### config.mk
export PLATFORM = sky130hd
export DESIGN_NAME = cfnsa_div
export DESIGN_NICKNAME = d
export VERILOG_FILES = /design/src/sv/cfnsa_pkg.sv /design/src/sv/cfnsa_div.sv
export SDC_FILE = /design/constraint.sdc
export NUM_CORES = 1
export LEC_CHECK = 0
export ABC_AREA = 1
export BUFFER_PORTS_ARGS = -buffer_cell sky130_fd_sc_hd__buf_2
export CAP_MARGIN = 20
export CORE_ASPECT_RATIO = 0.9
export CORE_UTILIZATION = 65
export CTS_CLUSTER_SIZE = 25
export DETAILED_ROUTE_END_ITERATION = 10
export GPL_TIMING_DRIVEN = 1
export PLACE_DENSITY = 0.9
export REMOVE_ABC_BUFFERS = 1
export SYNTH_ARGS = -nofsm -noshare
export SYNTH_HDL_FRONTEND = slang
export SYNTH_SLANG_ARGS = --single-unit
### constraint.sdc
create_clock -name clk_i -period 4.9 [get_ports clk_i]
set_input_delay 0.735 -clock clk_i [delete_from_list [all_inputs] [get_ports clk_i]]
set_output_delay 0.735 -clock clk_i [all_outputs]
set_load 0.005 [all_outputs]
### src/sv/cfnsa_pkg.sv
// Package for the cover-fit nearest scaler address block: sizes, register indexes and types.
package cfnsa_pkg;

  // Default coordinate width in bits.
  localparam int COORD_BITS = 12;

  // Width of one size register as written over the configuration port.
  localparam int DIM_W = 13;

  // Width of the configuration register index and data.
  localparam int CFG_IDX_W  = 3;
  localparam int CFG_DATA_W = 32;

  // Fill color after reset, ARGB8888.
  localparam logic [31:0] FILL_RESET = 32'hff496b83;

  // Cycles the derived scale values need to settle after reset or a write.
  localparam int SETTLE_CYCLES = 5;

  // Configuration register indexes.
  typedef enum logic [CFG_IDX_W-1:0] {
    CFG_DST_WIDTH    = 3'd0,
    CFG_DST_HEIGHT   = 3'd1,
    CFG_SRC_WIDTH    = 3'd2,
    CFG_SRC_HEIGHT   = 3'd3,
    CFG_IMAGE_LOADED = 3'd4,
    CFG_FILL_COLOR   = 3'd5
  } cfg_idx_e;

  // Status that the configuration unit hands to the datapath.
  typedef struct packed {
    logic busy;
    logic image_loaded;
  } cfg_stat_t;

endpackage

### src/sv/cfnsa_div.sv
// Pipelined restoring divider, one quotient bit per stage, with the result clamped to a limit.
module cfnsa_div #(
  parameter int COORD_BITS = cfnsa_pkg::COORD_BITS
) (
  input  logic                      clk_i,
  input  logic                      en_i,
  input  logic [2*COORD_BITS+1:0]   num_i,
  input  logic [COORD_BITS+1:0]     den_i,
  input  logic [COORD_BITS:0]       lim_i,
  output logic [COORD_BITS-1:0]     idx_o
);

  localparam int C  = COORD_BITS;
  localparam int NW = 2 * COORD_BITS + 2;

  logic [NW-1:0] rem_q [0:C];
  logic [C-1:0]  quo_q [0:C];
  logic          ovf_q [0:C];
  logic [C-1:0]  idx_q;

  // First stage: a quotient of more than COORD_BITS bits is always clamped.
  always_ff @(posedge clk_i) begin
    if (en_i) begin
      rem_q[0] <= num_i;
      quo_q[0] <= '0;
      ovf_q[0] <= (num_i >= (NW'(den_i) << C));
    end
  end

  // One quotient bit per stage, most significant first.
  for (genvar j = 1; j <= C; j++) begin : g_bit
    localparam int K = C - j;
    logic [NW-1:0] dsh;
    logic          ge;

    assign dsh = NW'(den_i) << K;
    assign ge  = (rem_q[j-1] >= dsh);

    always_ff @(posedge clk_i) begin
      if (en_i) begin
        rem_q[j] <= ge ? (rem_q[j-1] - dsh) : rem_q[j-1];
        quo_q[j] <= {quo_q[j-1][C-2:0], ge};
        ovf_q[j] <= ovf_q[j-1];
      end
    end
  end

  // Last stage: clamp to the last source column or row.
  always_ff @(posedge clk_i) begin
    if (en_i) begin
      if (ovf_q[C] || ({1'b0, quo_q[C]} >= lim_i)) begin
        idx_q <= C'(lim_i - (C+1)'(1));
      end else begin
        idx_q <= quo_q[C];
      end
    end
  end

  assign idx_o = idx_q;

endmodule

Word level (Yosys, flattened, before mapping) --
Memory sizes are Yosys's and may differ from the RTL's. Index checks and enable logic that the tools add are counted.
Storage, ports and cells: output and inout bits 12, memories 3, bits in registers 12, RAM bits 507, logic and storage cells 47
Memories:
- rem_q | words 13, bits a word 26, rd ports 12, clocked after memory_dff 0, write ports 13, RTL line cfnsa_div.sv:16 | logic [NW-1:0] rem_q [0:C];
- quo_q | words 13, bits a word 12, rd ports 13, clocked after memory_dff 0, write ports 13, RTL line cfnsa_div.sv:17 | logic [C-1:0] quo_q [0:C];
- ovf_q | words 13, bits a word 1, rd ports 13, clocked after memory_dff 0, write ports 13, RTL line cfnsa_div.sv:18 | logic ovf_q [0:C];
Operators by class: reduce and logical (&&, ||, !) cells 1, add/subtract/negate cells 13, muxes and demuxes 15, $lt $le $gt $ge 14
Operators by type and width (count):
- $mux 26 | 12
- $ge 26x14->1 | 1
- $ge 26x15->1 | 1
- $ge 26x16->1 | 1
- $ge 26x17->1 | 1
- $ge 26x18->1 | 1
- $ge 26x19->1 | 1
- $ge 26x20->1 | 1
- $ge 26x21->1 | 1
- $ge 26x22->1 | 1
- $ge 26x23->1 | 1
- $ge 26x24->1 | 1
- $ge 26x25->1 | 1
- $ge 26x26->1 | 1
- $sub 26x14->26 | 1
- $sub 26x15->26 | 1
- $sub 26x16->26 | 1
- $sub 26x17->26 | 1
- $sub 26x18->26 | 1
- $sub 26x19->26 | 1
- $sub 26x20->26 | 1
- $sub 26x21->26 | 1
- $sub 26x22->26 | 1
- $sub 26x23->26 | 1
- 7 further kinds | 8

Depth between registers and ports, before layout --
Gate-level depths: netlist of the first run. An unclocked memory read counts as a cell.
depth after elaboration 4, depth in mapped cells 14

Least setup slack after synthesis of the first run --
OpenSTA, ideal clock, no wires.
path kind input port to flip-flop, from in den_i[1], to mem rem_q[8][7] (netlist name), data pin, stages on the path 11, setup time 257 ps, data arrival time 2534 ps, slack 2109 ps, path through inv_1 fa_1 nand3_1 nand3_1 nand2_1 nand2_1 nand2_2 nand3_4 inv_4 buf_6 o21ai_2
RTL lines:
- from (decl) | RTL line cfnsa_div.sv:8 | input logic [COORD_BITS+1:0] den_i,
- to (decl) | RTL line cfnsa_div.sv:16

==> flow_summary.ini, run 1 <==
[status]
status = finished, final reports clean

[sta]
period_minus_slack_ns = 3.14
hold_viol = 0
fmax_mhz = 318
post-route-period-util_pct = 64.1
rsz0062_at_grt = no
setup_viol_count_final = 0
fin_setup_tns_ns = 0
drv_slew = 0
finClkSkew_ns = 0.0247
slew_headroom_pct = 24.9
tightest_slew_ns = 1.11

[clock_tree]
cts_hold_buf = 0
cts_buffers = 45
clockBufferDepth = 3
clk-insertion-delay-late_ns = 0.61
cts_tree = yes
cts_sinks = 415
h-tree-depth = 2
postCtsSetupBuffers = 0
cts_resized = 0
clk_pin_slew_ns = 0.06
root_buffer = clkbuf_16

[route]
wl_per_cell_um = 17.1
antenna_left = 0
vias_per_cell = 5.64
wl_um = 77500
vias = 25600
drtPass1Iterations = 8
drt_iter0_drc = 2769
drc_errors = 0

[final_layout]
seq_area_um2 = 12500
nets = 4170
drive_above_1_share_pct = 6.32
syn2layout_area_growth_pct = 8.28
multi_input_area_um2 = 14400
final_util_pct = 71.5
fin_area_um2 = 31600
antenna_cells = 0
nFillCells = 3541

[setup_path]
crit_end = rem_q[6][6]
crit_start = den_i[10]
critPathMaxFanout = 20
cp_common_cell = nand2_1
critPathCaptureType = flip-flop
r2r-start = rem_q[5][6]
rr_worst_depth = 12
start_kind = input port
cp.required_ns = 5.20
path_cells = buf_2 > inv_1 > buf_4 > ha_1 > nand2_1 > inv_1 > nand2_1 > nand2_1 > a21oi_1 > nand2_1 > nand2_1 > nand2_1 > nand2_1 > o21ai_0
r2r_end = rem_q[6][6]
critPathKind = input port to flip-flop
crit_slowest_cell = inv_1
slowest_delay_ns = 0.56
crit_arrival_ns = 3.45
rrSetupSlack_ns = 2.12

[synth]
ys_top_cells_by_count = 1429 x nand2_1, 532 x inv_1, 415 x edfxtp_1
ys.flop_type = edfxtp_1
yosysTopAreaCellShare_pct = 42.7
synth_seq_cells = 415
synth.distinct_cells = 47
synth_area_leader_cell = edfxtp_1
synth.most_common_cell = nand2_1
synthCells = 3808
syn_area_per_cell_um2 = 7.66
synth_area_um2 = 29200
synthArstFlopShare_pct = 0
synthTopCellsByArea = edfxtp_1 43%, nand2_1 18%, ha_1 8.4%
yosysWarnings = 0
synth-edff-count = 415
seq_area_frac_synth_pct = 42.7

[global_route]
track_usage_pct = 34.2
antenna_found_initial = 0
grt_first_pass_wirelength_um = 122000
grt_pass1_vias = 23800
grt_max_degree = 121
overflow = 0

[power_and_ir_drop]
cellLeakagePower_nw = 15.0
power.density_nw_per_um2 = 499
ir_drop_mv = 0.371

[die]
design.core.area_um2 = 44200
start_util_pct = 66.0
num_rows = 73
die-height_um = 203
die_area_um2 = 45700
io_pins = 67
dieWidth_um = 225

[place]
dp_hpwl_um = 58700
routabilityCongestion = 0.994
dpl_cell_area_um2 = 30200
io_buffers = 66

[flow_run]
cap_violations = 0

[hold_path]
hold_class = input port to flip-flop
## where the power goes
group	internal, mW	total, mW	switching (mW)
sequential	5.02	5.66	0.644
combinational	2.33	6.78	4.45
clock	1.89	3.33	1.44
total	9.24	15.8	6.53
## final cells by class
cell class | count | share of cell area [%]
Clock buffer | 47 | 3.59
Timing Repair Buffer | 87 | 1.69
Multi-Input combinational cell | 2816 | 45.5
Tap cell | 600 | 2.38
Inverter | 544 | 6.49
Clock inverter | 32 | 0.887
Sequential cell | 415 | 39.4
## sequential cells by signal, summed over array words and instances, names as in the netlist
name	flops
rem_q	312
quo_q	78
idx_o	12
ovf_q	13
## worst min path at each step
stage / from / to / slack, ns / cells past startpoint
finish: num_i[11] / rem_q[0][11] / 0.32 / 1
global route: num_i[2] / rem_q[0][2] / 0.32 / 1
CTS: num_i[11] / rem_q[0][11] / 0.30 / 1
detailed placement: quo_q[1][19] / quo_q[1][32] / 0.40 / 0
global placement: quo_q[1][44] / quo_q[1][57] / 0.40 / 0
floorplan: ovf_q[0][0] / ovf_q[0][1] / 0.40 / 0
## routing by layer
layer | GRT usage, % | vias up | part of all wire [%]
met3 | 4.95 | 212 | 8.8
met5 | 0 | - | 0
met4 | 15.3 | 0 | 4.4
met2 | 54.3 | 1253 | 45
li1 | - | 12600 | -
met1 | 46.6 | 11600 | 42
## worst max-delay path: cells and delay by family
family	cells	cell delay (ns)
simple gates	7	1.09
buf+inv	4	1.04
fa+ha+maj	1	0.30
compound gates	2	0.26
## stage by stage
stage / setup slack [ns] / hold slack [ns] / instances / total power, mW
after floorplan: 2.00 / 0.400 / 3775 / 10.4
after global placement: 1.28 / 0.400 / 4462 / 12.1
after detailed placement: 1.16 / 0.405 / 4462 / 12.3
after CTS: 1.78 / 0.297 / 4541 / 15.6
after global routing: 1.55 / 0.320 / 4541 / 16.8
final: 1.76 / 0.321 / 4541 / 15.8
## cells in the final DEF (no fill, tap or decap), drive strengths merged
master / instances
a21boi: 2
a21o: 2
a21oi: 148
a41oi: 1
and2: 13
and3b: 2
buf: 87
bufinv: 4
clkbuf: 47
clkinv: 25
edfxtp: 415
fa: 11
ha: 195
inv: 547
nand2: 1440
nand3: 295
nand3b: 28
nand4: 51
nor2: 385
nor3: 26
nor4: 7
o2111ai: 1
o211ai: 1
o21a: 1
o21ai: 88
o21bai: 7
or2: 9
xnor2: 34
xor2: 69
## logic make-up after synthesis
family / share of synthesized area (%)
buffers and inverters: 8.01
XOR/XNOR: 3.09
AND/OR/NAND/NOR: 32.0
flip-flops: 42.7
adder cells (fa/ha/maj): 9.12
AO/OA/AOI/OAI: 5.03
(Power assumes the default switching activity.)
==> run 2, diff against run 1 <==
Settings changed: CORE_UTILIZATION 65 to 64, PLACE_DENSITY 0.9 to 0.89.
Clock period 4.9 ns to 3.3 ns, I/O delays scaled along.
==> flow_summary.ini, run 2 (synthesized netlist as in run 1, its figures left out) <==
[clock_tree]
postCtsSetupBuffers = 0
cts_tree = yes
clk-insertion-delay-late_ns = 0.57
clk_pin_slew_ns = 0.06
root_buffer = clkbuf_16
h-tree-depth = 2
cts_sinks = 415
clockBufferDepth = 3
cts_resized = 0
cts_buffers = 43
cts_hold_buf = 0

[flow_run]
cap_violations = 0

[die]
die-height_um = 205
start_util_pct = 65.5
design.core.area_um2 = 44600
io_pins = 67
die_area_um2 = 46500
num_rows = 73
dieWidth_um = 227

[route]
wl_um = 77500
drc_errors = 0
drt_iter0_drc = 2645
antenna_left = 0
vias = 25500
vias_per_cell = 5.60
wl_per_cell_um = 17.0
drtPass1Iterations = 6

[global_route]
grt_pass1_vias = 23800
grt_first_pass_wirelength_um = 123000
grt_max_degree = 90
antenna_found_initial = 0
overflow = 0
track_usage_pct = 34.0

[final_layout]
drive_above_1_share_pct = 6.97
fin_area_um2 = 31900
top_register = rem_q
most-common-layout-cells = 1429 x nand2_1, 532 x inv_1, 415 x edfxtp_1, 366 x nor2_1, 289 x nand3_1
final_util_pct = 71.6
nFillCells = 3552
nets = 4190
largest_reg_flops = 312
syn2layout_area_growth_pct = 9.33
final_cells = 4560
antenna_cells = 0
layout_commonest_cell = nand2_1
top_regs = rem_q: 312 flops, quo_q: 78 flops, ovf_q: 13 flops

[setup_path]
critPathMaxFanout = 24
rr_worst_depth = 12
crit_start = rem_q[1][10]
r2r_end = rem_q[2][16]
cp_common_cell = nand2_1
start_kind = flip-flop
crit_buf_inv = 2
crit_slowest_cell = nor2_4
critPathKind = flip-flop to flip-flop
critPathCaptureType = flip-flop
crit_cells = 12
crit_end = rem_q[2][16]
r2r-start = rem_q[1][10]
path_cells = inv_1 > ha_1 > inv_1 > fa_1 > nand3_1 > nand2_1 > nand2_1 > nand2_1 > nand2_1 > nand2_1 > nor2_4 > o21ai_0
rrSetupSlack_ns = 0.73
slowest_delay_ns = 0.44
cp.required_ns = 3.59
critPathTopFamily = simple AND/OR/NAND/NOR gates
crit_arrival_ns = 2.85

[status]
status = finished, final reports clean

[power_and_ir_drop]
power_mw = 23.6
power.density_nw_per_um2 = 740
ir_drop_mv = 0.402
cellLeakagePower_nw = 15.2

[place]
dpl_cell_area_um2 = 30400
routabilityCongestion = 1.01
dp_slack_ns = 0.331
dp_hpwl_um = 59000
io_buffers = 66
placedCellCount = 4484

[sta]
period_minus_slack_ns = 2.57
timing.final.ws_setup_ns = 0.734
drv_slew = 0
finClkSkew_ns = 0.0198
setup_viol_count_final = 0
slew_headroom_pct = 48.3
post-route-period-util_pct = 77.8
fmax_mhz = 390
hold_viol = 0
hold_slack_ns = 0.124
tightest_slew_ns = 0.775
fin_setup_tns_ns = 0
rsz0062_at_grt = no

[hold_path]
hp-start = num_i[3]
hold_class = input port to flip-flop
run 2: changes by cell type in the layout (fill, tap and decap cells not counted):
cell / before / now
clkinv_1: 16 / 5
clkinvlp_4: 0 / 7
clkinv_2: 8 / 5
clkbuf_1: 2 / 5
buf_12: 3 / 10
clkinv_4: 1 / 0
buf_4: 18 / 33
bufinv_16: 4 / 7
inv_8: 1 / 0
inv_6: 0 / 2
inv_16: 2 / 0
run 2: metal layers:
| metal | track usage, % | routed length, um | up-vias |
|---|---|---|---|
| li1 | - | - | 12600 |
| met1 | 46.5 | 32600 | 11500 |
| met2 | 54.2 | 34600 | 1199 |
| met3 | 5.65 | 7370 | 179 |
| met4 | 12.6 | 2880 | 0 |
| met5 | 0 | 0 | - |
run 2: how the worst min path moves through the flow:
stage                         to  slack (ns)  cells after the start
floorplan            ovf_q[0][1]        0.40                      0
global placement    quo_q[1][25]        0.40                      0
CTS                  rem_q[0][1]        0.11                      1
global route         rem_q[0][1]        0.12                      1
finish               rem_q[0][3]        0.12                      1
detailed placement   ovf_q[1][1]        0.40                      0
run 2: final cells by class:
cell class / count / area (um^2) / area share [%]
Clock buffer: 50 / 1140 / 3.59
Clock inverter: 26 / 324 / 1.02
Inverter: 544 / 2050 / 6.43
Multi-Input combinational cell: 2816 / 14400 / 45.1
Sequential cell: 415 / 12500 / 39.1
Tap cell: 600 / 751 / 2.35
Timing Repair Buffer: 109 / 788 / 2.47
run 2: where the power goes:
group	switching [mW]	internal, mW	total (mW)
sequential	0.989	7.45	8.44
combinational	6.54	3.49	10.0
clock	2.09	3.04	5.13
