`config.mk`:
```
export PLATFORM = sky130hd
export DESIGN_NAME = cfnsa_cfg
export DESIGN_NICKNAME = d
export VERILOG_FILES = /design/src/sv/cfnsa_pkg.sv /design/src/sv/cfnsa_cfg.sv
export SDC_FILE = /design/constraint.sdc
export NUM_CORES = 2
export LEC_CHECK = 0
export BUFFER_PORTS_ARGS = -buffer_cell sky130_fd_sc_hd__buf_2
export CORE_AREA = 2 2 397 399
export CTS_CLUSTER_SIZE = 20
export DETAILED_ROUTE_END_ITERATION = 16
export DIE_AREA = 0 0 399 401
export PLACE_DENSITY = 0.54
export SLEW_MARGIN = 25
export SYNTH_ARGS = -nofsm -noshare
export SYNTH_HDL_FRONTEND = slang
export SYNTH_SLANG_ARGS = --single-unit
```
`constraint.sdc`:
```
create_clock -name clk_i -period 9.95 [get_ports clk_i]
set_input_delay 0.995 -clock clk_i [delete_from_list [all_inputs] [get_ports clk_i]]
set_output_delay 0.995 -clock clk_i [all_outputs]
set_load 0.005 [all_outputs]
```
`src/sv/cfnsa_pkg.sv`:
```
// Package for the cover-fit nearest scaler address block: sizes, register indexes and types.
package cfnsa_pkg;

  // Default coordinate width in bits.
  localparam int COORD_BITS = 12;

  // Width of one size register as written over the configuration port.
  localparam int DIM_W = 13;

  // Width of the configuration register index and data.
  localparam int CFG_IDX_W  = 3;
  localparam int CFG_DATA_W = 32;

  // Fill color after reset, ARGB8888.
  localparam logic [31:0] FILL_RESET = 32'hff496b83;

  // Cycles the derived scale values need to settle after reset or a write.
  localparam int SETTLE_CYCLES = 5;

  // Configuration register indexes.
  typedef enum logic [CFG_IDX_W-1:0] {
    CFG_DST_WIDTH    = 3'd0,
    CFG_DST_HEIGHT   = 3'd1,
    CFG_SRC_WIDTH    = 3'd2,
    CFG_SRC_HEIGHT   = 3'd3,
    CFG_IMAGE_LOADED = 3'd4,
    CFG_FILL_COLOR   = 3'd5
  } cfg_idx_e;

  // Status that the configuration unit hands to the datapath.
  typedef struct packed {
    logic busy;
    logic image_loaded;
  } cfg_stat_t;

endpackage

```
`src/sv/cfnsa_cfg.sv`:
```
// Configuration registers and the registered chain that derives the scale and crop offsets.
module cfnsa_cfg #(
  parameter int COORD_BITS = cfnsa_pkg::COORD_BITS
) (
  input  logic                                  clk_i,
  input  logic                                  rst_ni,
  input  logic                                  cfg_valid_i,
  input  logic [cfnsa_pkg::CFG_IDX_W-1:0]       cfg_index_i,
  input  logic [cfnsa_pkg::CFG_DATA_W-1:0]      cfg_data_i,
  output cfnsa_pkg::cfg_stat_t                  stat_o,
  output logic [31:0]                           fill_o,
  output logic [COORD_BITS:0]                   q_o,
  output logic [COORD_BITS+1:0]                 den_o,
  output logic [2*COORD_BITS+1:0]               off_x_o,
  output logic [2*COORD_BITS+1:0]               off_y_o,
  output logic [COORD_BITS:0]                   sw_o,
  output logic [COORD_BITS:0]                   sh_o
);

  localparam int D      = COORD_BITS + 1;
  localparam int NW     = 2 * COORD_BITS + 2;
  localparam int MaxDim = 1 << COORD_BITS;
  localparam int CntW   = $clog2(cfnsa_pkg::SETTLE_CYCLES + 1);

  logic [cfnsa_pkg::DIM_W-1:0] dst_w_q, dst_h_q, src_w_q, src_h_q;
  logic                        loaded_q;
  logic [31:0]                 fill_q;
  logic [CntW-1:0]             settle_q, settle_d;

  logic [D-1:0]     dw_q, dh_q, sw_q, sh_q;
  logic [2*D-1:0]   pa_q, pb_q;
  logic [D-1:0]     p_q, q_q;
  logic [2*D-1:0]   spx_q, dqx_q, spy_q, dqy_q;
  logic [NW-1:0]    offx_q, offy_q;

  // A zero size counts as one, a size above the coordinate range as the full range.
  function automatic logic [D-1:0] clamp_dim(input logic [cfnsa_pkg::DIM_W-1:0] v);
    logic [D-1:0] r;
    if (v == '0) begin
      r = D'(1);
    end else if (32'(v) > 32'(MaxDim)) begin
      r = D'(MaxDim);
    end else begin
      r = D'(v);
    end
    return r;
  endfunction

  // Register writes; indexes beyond the list are dropped.
  always_ff @(posedge clk_i or negedge rst_ni) begin
    if (!rst_ni) begin
      dst_w_q  <= cfnsa_pkg::DIM_W'(1);
      dst_h_q  <= cfnsa_pkg::DIM_W'(1);
      src_w_q  <= cfnsa_pkg::DIM_W'(1);
      src_h_q  <= cfnsa_pkg::DIM_W'(1);
      loaded_q <= 1'b0;
      fill_q   <= cfnsa_pkg::FILL_RESET;
    end else if (cfg_valid_i) begin
      case (cfnsa_pkg::cfg_idx_e'(cfg_index_i))
        cfnsa_pkg::CFG_DST_WIDTH:    dst_w_q  <= cfg_data_i[cfnsa_pkg::DIM_W-1:0];
        cfnsa_pkg::CFG_DST_HEIGHT:   dst_h_q  <= cfg_data_i[cfnsa_pkg::DIM_W-1:0];
        cfnsa_pkg::CFG_SRC_WIDTH:    src_w_q  <= cfg_data_i[cfnsa_pkg::DIM_W-1:0];
        cfnsa_pkg::CFG_SRC_HEIGHT:   src_h_q  <= cfg_data_i[cfnsa_pkg::DIM_W-1:0];
        cfnsa_pkg::CFG_IMAGE_LOADED: loaded_q <= cfg_data_i[0];
        cfnsa_pkg::CFG_FILL_COLOR:   fill_q   <= cfg_data_i;
        default: begin
        end
      endcase
    end
  end

  // Settle counter: restarts on every transfer and holds off input items until it runs out.
  always_comb begin
    if (cfg_valid_i) begin
      settle_d = CntW'(cfnsa_pkg::SETTLE_CYCLES);
    end else if (settle_q != '0) begin
      settle_d = settle_q - CntW'(1);
    end else begin
      settle_d = settle_q;
    end
  end

  always_ff @(posedge clk_i or negedge rst_ni) begin
    if (!rst_ni) begin
      settle_q <= CntW'(cfnsa_pkg::SETTLE_CYCLES);
    end else begin
      settle_q <= settle_d;
    end
  end

  // Derived values, registered stage by stage: clamp, cross products, select, offset terms, subtract.
  always_ff @(posedge clk_i) begin
    // Stage one: clamped sizes.
    dw_q <= clamp_dim(dst_w_q);
    dh_q <= clamp_dim(dst_h_q);
    sw_q <= clamp_dim(src_w_q);
    sh_q <= clamp_dim(src_h_q);
    // Stage two: cross products for the ratio compare.
    pa_q <= (2*D)'(dw_q) * (2*D)'(sh_q);
    pb_q <= (2*D)'(dh_q) * (2*D)'(sw_q);
    // Stage three: the larger ratio wins; on a tie the horizontal one is used.
    if (pa_q >= pb_q) begin
      p_q <= dw_q;
      q_q <= sw_q;
    end else begin
      p_q <= dh_q;
      q_q <= sh_q;
    end
    // Stage four: terms of the centering offsets.
    spx_q <= (2*D)'(sw_q) * (2*D)'(p_q);
    dqx_q <= (2*D)'(dw_q) * (2*D)'(q_q);
    spy_q <= (2*D)'(sh_q) * (2*D)'(p_q);
    dqy_q <= (2*D)'(dh_q) * (2*D)'(q_q);
    // Stage five: offsets, never negative with the chosen scale.
    offx_q <= NW'(spx_q - dqx_q);
    offy_q <= NW'(spy_q - dqy_q);
  end

  assign stat_o.busy         = (settle_q != '0);
  assign stat_o.image_loaded = loaded_q;
  assign fill_o              = fill_q;
  assign q_o                 = q_q;
  assign den_o               = {p_q, 1'b0};
  assign off_x_o             = offx_q;
  assign off_y_o             = offy_q;
  assign sw_o                = sw_q;
  assign sh_o                = sh_q;

endmodule

```
# Word-level counts from Yosys, hierarchy flattened
# Index checks and enable logic that the tools add are counted.
# classes
reduce_logical,17
magnitude_cmp,5
n_addsub,3
mul,6
mux,8
n_eq_ne,5
# ops
operator,count
$mul A13 B13 Y26,6
$mux W13,6
$gt A13 B13 Y1 const B,4
$logic_not A13 Y1,4
$sub A26 B26 Y26,2
$ge A26 B26 Y1,1
$reduce_and A2 Y1,6
$reduce_or A2 Y1,4
$eq A3 B2 Y1 const B,2
$eq A3 B3 Y1 const B,2
$mux W3,2
$eq A3 B1 Y1 const B,1
$logic_not A3 Y1,1
$reduce_bool A3 Y1,1
$sub A3 B1 Y3 const B,1
$reduce_bool A2 Y1,1
# totals
output_inout_bits,139
reg_bits,374
elab_cells,69
input_bits,38

# Depth between registers and ports, before layout
# logic_depth
depth_word,3
ltp_mapped,22
depth_no_buf,20

# Least setup slack after synthesis
# OpenSTA, ideal clock, no wires.
# synth_timing
path_kind,reg2reg
start,register dh_q[7]
end,register pb_q[25]
stages_incl_launch_ff,22
t_arrival_ns,5.467
synth_period_minus_slack_ns,5.539
setup_slack_ns,4.411
t_required_ns,9.878
path_buffers,3
path_cell_list,dfxtp_1 > clkbuf_1 > clkbuf_1 > nand2_1 > fa_1 > fa_1 > fa_1 > inv_1 > fa_1 > inv_1 > fa_1 > inv_1 > ha_1 > clkbuf_1 > a21o_1 > o2111ai_1 > a31oi_1 > a211oi_2 > o221ai_1 > a221o_1 > a21oi_1 > xnor2_1
# synth_between
elab_chain_len,1
# synth_rtl
item,line,source
"start, declared",cfnsa_cfg.sv:30,"logic [D-1:0] dw_q, dh_q, sw_q, sh_q;"
"start signal, assigned",cfnsa_cfg.sv:95,dh_q <= clamp_dim(dst_h_q);
$mul A13 B13 Y26,cfnsa_cfg.sv:100,pb_q <= (2*D)'(dh_q) * (2*D)'(sw_q);
"end signal, assigned",cfnsa_cfg.sv:100,
"end, declared",cfnsa_cfg.sv:31,"logic [2*D-1:0] pa_q, pb_q;"
# Every way passes these cells.
# A chain may end at the register's enable or synchronous reset.

# Worst setup path after layout
# layout_timing
start,register p_q[6]
end,register spy_q[24]
# layout_between
elab_chain_len,1
# layout_rtl
item,line,source
"start, declared",cfnsa_cfg.sv:32,"logic [D-1:0] p_q, q_q;"
"start signal, assigned",cfnsa_cfg.sv:103,p_q <= dw_q;
"start signal, assigned",cfnsa_cfg.sv:106,p_q <= dh_q;
$mul A13 B13 Y26,cfnsa_cfg.sv:112,spy_q <= (2*D)'(sh_q) * (2*D)'(p_q);
"end signal, assigned",cfnsa_cfg.sv:112,
"end, declared",cfnsa_cfg.sv:33,"logic [2*D-1:0] spx_q, dqx_q, spy_q, dqy_q;"
# Every way passes these cells.

==> flow_summary.json <==
{
  "status": "finished, final reports clean",
  "core_sq_um": 156000,
  "fin_util": 0.330,
  "fmax_ghz": 0.159,
  "cts.sinks": 374,
  "synth_seq_area_share": 0.171,
  "power_density_nw_per_um2": 315,
  "rsz0062_at_grt": "no",
  "gp_congestion": 0.823,
  "crit_path_start_kind": "flip-flop",
  "leakage_uw": 0.0262,
  "syn-cell-area_sq_um": 46400,
  "fillers": 16353,
  "grt_pass1_wl_mm": 201,
  "cap_violations": 0,
  "cts_setup_buffers": 0,
  "hold_class": "input pin to asynchronous set/reset pin",
  "drc_errors": 0,
  "pwr-share-seq": 0.162,
  "drtAntennaViolNets": 0,
  "antenna_found_initial": 19,
  "die_y_microns": 401,
  "grt_overflow_total": 0,
  "viasPerCell": 4.59,
  "synth-seq-cells": 374,
  "clk_pin_slew_ns": 0.06,
  "crit_type": "flip-flop to flip-flop",
  "routed_wl_mm": 126,
  "relSlewSlack": 0.395,
  "irDropWorstVdd_v": 0.000166,
  "synth_flop_cell": "dfxtp_1",
  "async_flop_share": 0.235,
  "fin_nets": 6410,
  "drive_gt1_frac": 0.0959,
  "path_delay_family": "adder cells",
  "htreeDepth": 2,
  "setup_viol": 0,
  "first_iter_violations": 1728,
  "synth_edf_count": 0,
  "crit_top_cell": "fa_1",
  "cts_buffer_depth": 3,
  "worstPathArrival_ns": 6.79,
  "clkPwrFrac": 0.117,
  "hold_ws_ns": 0.303,
  "chipWidth_microns": 399,
  "grt_max_degree": 53,
  "first_global_vias": 35358,
  "slowest_delay_ns": 0.88,
  "post-route-min-period_ns": 6.27,
  "cts_tree": "done",
  "vias": 33268,
  "io_pins": 177,
  "dp_hpwl_mm": 95.7,
  "grt_usage": 0.161,
  "ys_types": 74,
  "tightest_slew_ns": 0.908,
  "die_area_sq_um": 160000,
  "swShare": 0.511,
  "fin_skew_ns": 0.0294,
  "cts_hold_buf": 0,
  "post_cts_resized": 0,
  "synth_area_per_cell_sq_um": 9.20,
  "p_int_uw": 7930,
  "critical_path_required_ns": 10.47,
  "syn_to_final_growth_pct": 10.7,
  "synth_nets": 6314,
  "rows": 145,
  "total_power_uw": 16200,
  "netlist_instances": 5044,
  "setup_tns_ns": 0,
  "combPwrFrac": 0.721,
  "critical_path_buf_inv_count": 4,
  "firstDrtPassIters": 7,
  "io_buffers": 175,
  "cts_root_buffer": "clkbuf_16",
  "initial_core_util": 0.298,
  "wire_per_inst_microns": 17.4,
  "slowest_stage": "dfxtp_1",
  "yosys_warnings": 0,
  "clkLatencyLatePin_ns": 0.65,
  "crit_fanout": 15,
  "cp-end-kind": "flip-flop",
  "period_share": 0.631,
  "p_sw_uw": 8290,
  "numCtsBuffers": 49,
  "hold_violations": 0,
  "drv_slew": 0,
  "crit_chain": "buf_4, nand2_1, fa_1, fa_1, fa_1, inv_1, fa_1, inv_1, fa_1, inv_1, ha_1, a2111oi_0, o21ai_0, a31oi_1, a21boi_0, a31oi_1, nor3_1, a311o_1"
}
-- stage by stage --
stage	area, sq um	std cells	worst slack, ns
floorplan	46400	5044	4.41
global placement	49700	7147	3.85
detailed placement	49700	7147	3.80
CTS	51400	7239	3.75
global route	51400	7239	3.36
finish	51400	7241	3.68
-- cells in the final DEF (no fill, tap or decap), drive strengths merged, types with 52 or more instances in the layout --
cell type and instances:
buf 248, nor2b 68, ha 504, a21oi 137
xnor2 111, mux2 111, inv 1137, nand2 592
fa 728, and2 485, dfxtp 286, a21o 90
clkbuf 59, o21ai 81, xor2 52, dfrtp 63
nor2 70
-- final cells by class --
| cell class | instances | area [sq um] | share of cell area |
|---|---|---|---|
| inverters | 1130 | 4240 | 0.0825 |
| flip-flops and latches | 374 | 7970 | 0.155 |
| multi-input cells | 3337 | 33500 | 0.651 |
| repair buffers | 248 | 1430 | 0.0277 |
| well taps | 2058 | 2570 | 0.0501 |
| clock inverters | 33 | 432 | 0.00840 |
| diodes | 2 | 5.00 | 0.0000973 |
| clock buffers | 59 | 1290 | 0.0252 |
-- cell usage after synthesis, types with 5 or more instances --
library cell | number | area [sq um]
nor3_1 | 21 | 105
o211ai_1 | 9 | 67.6
a221oi_1 | 6 | 52.6
clkbuf_1 | 196 | 736
dfxtp_1 | 286 | 5730
and3_1 | 17 | 106
or2_2 | 6 | 37.5
fa_1 | 728 | 14600
nor4_1 | 13 | 81.3
o21ai_0 | 79 | 395
nand2b_1 | 19 | 119
and2_1 | 485 | 3030
ha_1 | 504 | 6310
mux2_2 | 111 | 1250
o21a_1 | 24 | 180
a221o_1 | 5 | 50.1
dfstp_2 | 25 | 657
nand3_1 | 28 | 140
nand2_1 | 592 | 2220
nand4_1 | 14 | 87.6
a211oi_1 | 18 | 135
inv_1 | 1130 | 4240
dfrtp_1 | 63 | 1580
nor2b_1 | 67 | 419
xnor2_1 | 111 | 972
nor2_1 | 70 | 263
o21bai_1 | 21 | 158
a21boi_0 | 5 | 37.5
o31ai_1 | 6 | 45.0
a21o_1 | 90 | 676
xor2_1 | 52 | 455
a31oi_1 | 28 | 175
a21oi_1 | 136 | 681
-- power by group through the flow --
| stage | Combinational, uW | Clock [uW] | Sequential (uW) |
|---|---|---|---|
| after global routing | 13400 | 2020 | 2690 |
| final | 11700 | 1900 | 2630 |
| after floorplan | 8250 | 0 | 2480 |
| after global placement | 11700 | 0 | 2660 |
| after CTS | 11800 | 1960 | 2640 |
| after detailed placement | 11700 | 0 | 2670 |
-- path summary, 6_finish.rpt --
kind,startpoint,endpoint,slack [ns],cells after the start
setup reg to reg,p_q[6]$_DFF_P_,spy_q[24]$_DFF_P_,3.68,18
setup / recovery,p_q[6]$_DFF_P_,spy_q[24]$_DFF_P_,3.68,18
max in group asynchronous,rst_ni,dst_w_q[6]$_DFFE_PN0P_,8.61,2
hold / removal,rst_ni,fill_o[23]$_DFFE_PN0P_,0.30,1
min in group clk_i,fill_o[5]$_DFFE_PN0P_,fill_o[5]$_DFFE_PN0P_,0.50,1
hold reg to reg,fill_o[5]$_DFFE_PN0P_,fill_o[5]$_DFFE_PN0P_,0.50,1
-- kinds of logic after synthesis --
group           synth area share
buf+inv                    0.108
mux                       0.0269
compound gates            0.0678
simple gates               0.145
fa+ha+maj                  0.450
xor+xnor                  0.0307
other cells            0.0000808
flops                      0.171
-- sequential cells by signal, indices dropped and copies added, names as in the netlist, 26 cells and up --
name / cells
dqx_q: 26
dqy_q: 26
fill_o: 32
off_x_o: 26
off_y_o: 26
pa_q: 26
pb_q: 26
spx_q: 26
spy_q: 26
-- metal layers --
metal  share of wire  GRT usage  vias to the layer above  routed length, microns
met5         0.00032          0                        -                      40
met4           0.030     0.0474                        6                    3780
met3           0.067     0.0336                      157                    8370
met2            0.45      0.260                      856                   57000
met1            0.45      0.215                    16729                   56500
li1                -          -                    15520                       -
-- worst reg2reg max path, stage by stage, from the launching register on --
cell       delay, ns
dfxtp_1         0.88
buf_4           0.38
nand2_1         0.11
fa_1            0.55
fa_1            0.45
fa_1            0.55
inv_1           0.05
fa_1            0.47
inv_1           0.05
fa_1            0.48
inv_1           0.04
ha_1            0.33
a2111oi_0       0.40
o21ai_0         0.30
a31oi_1         0.21
a21boi_0        0.13
a31oi_1         0.35
nor3_1          0.10
a311o_1         0.32
Note: power is estimated with default switching activity, not from simulation.
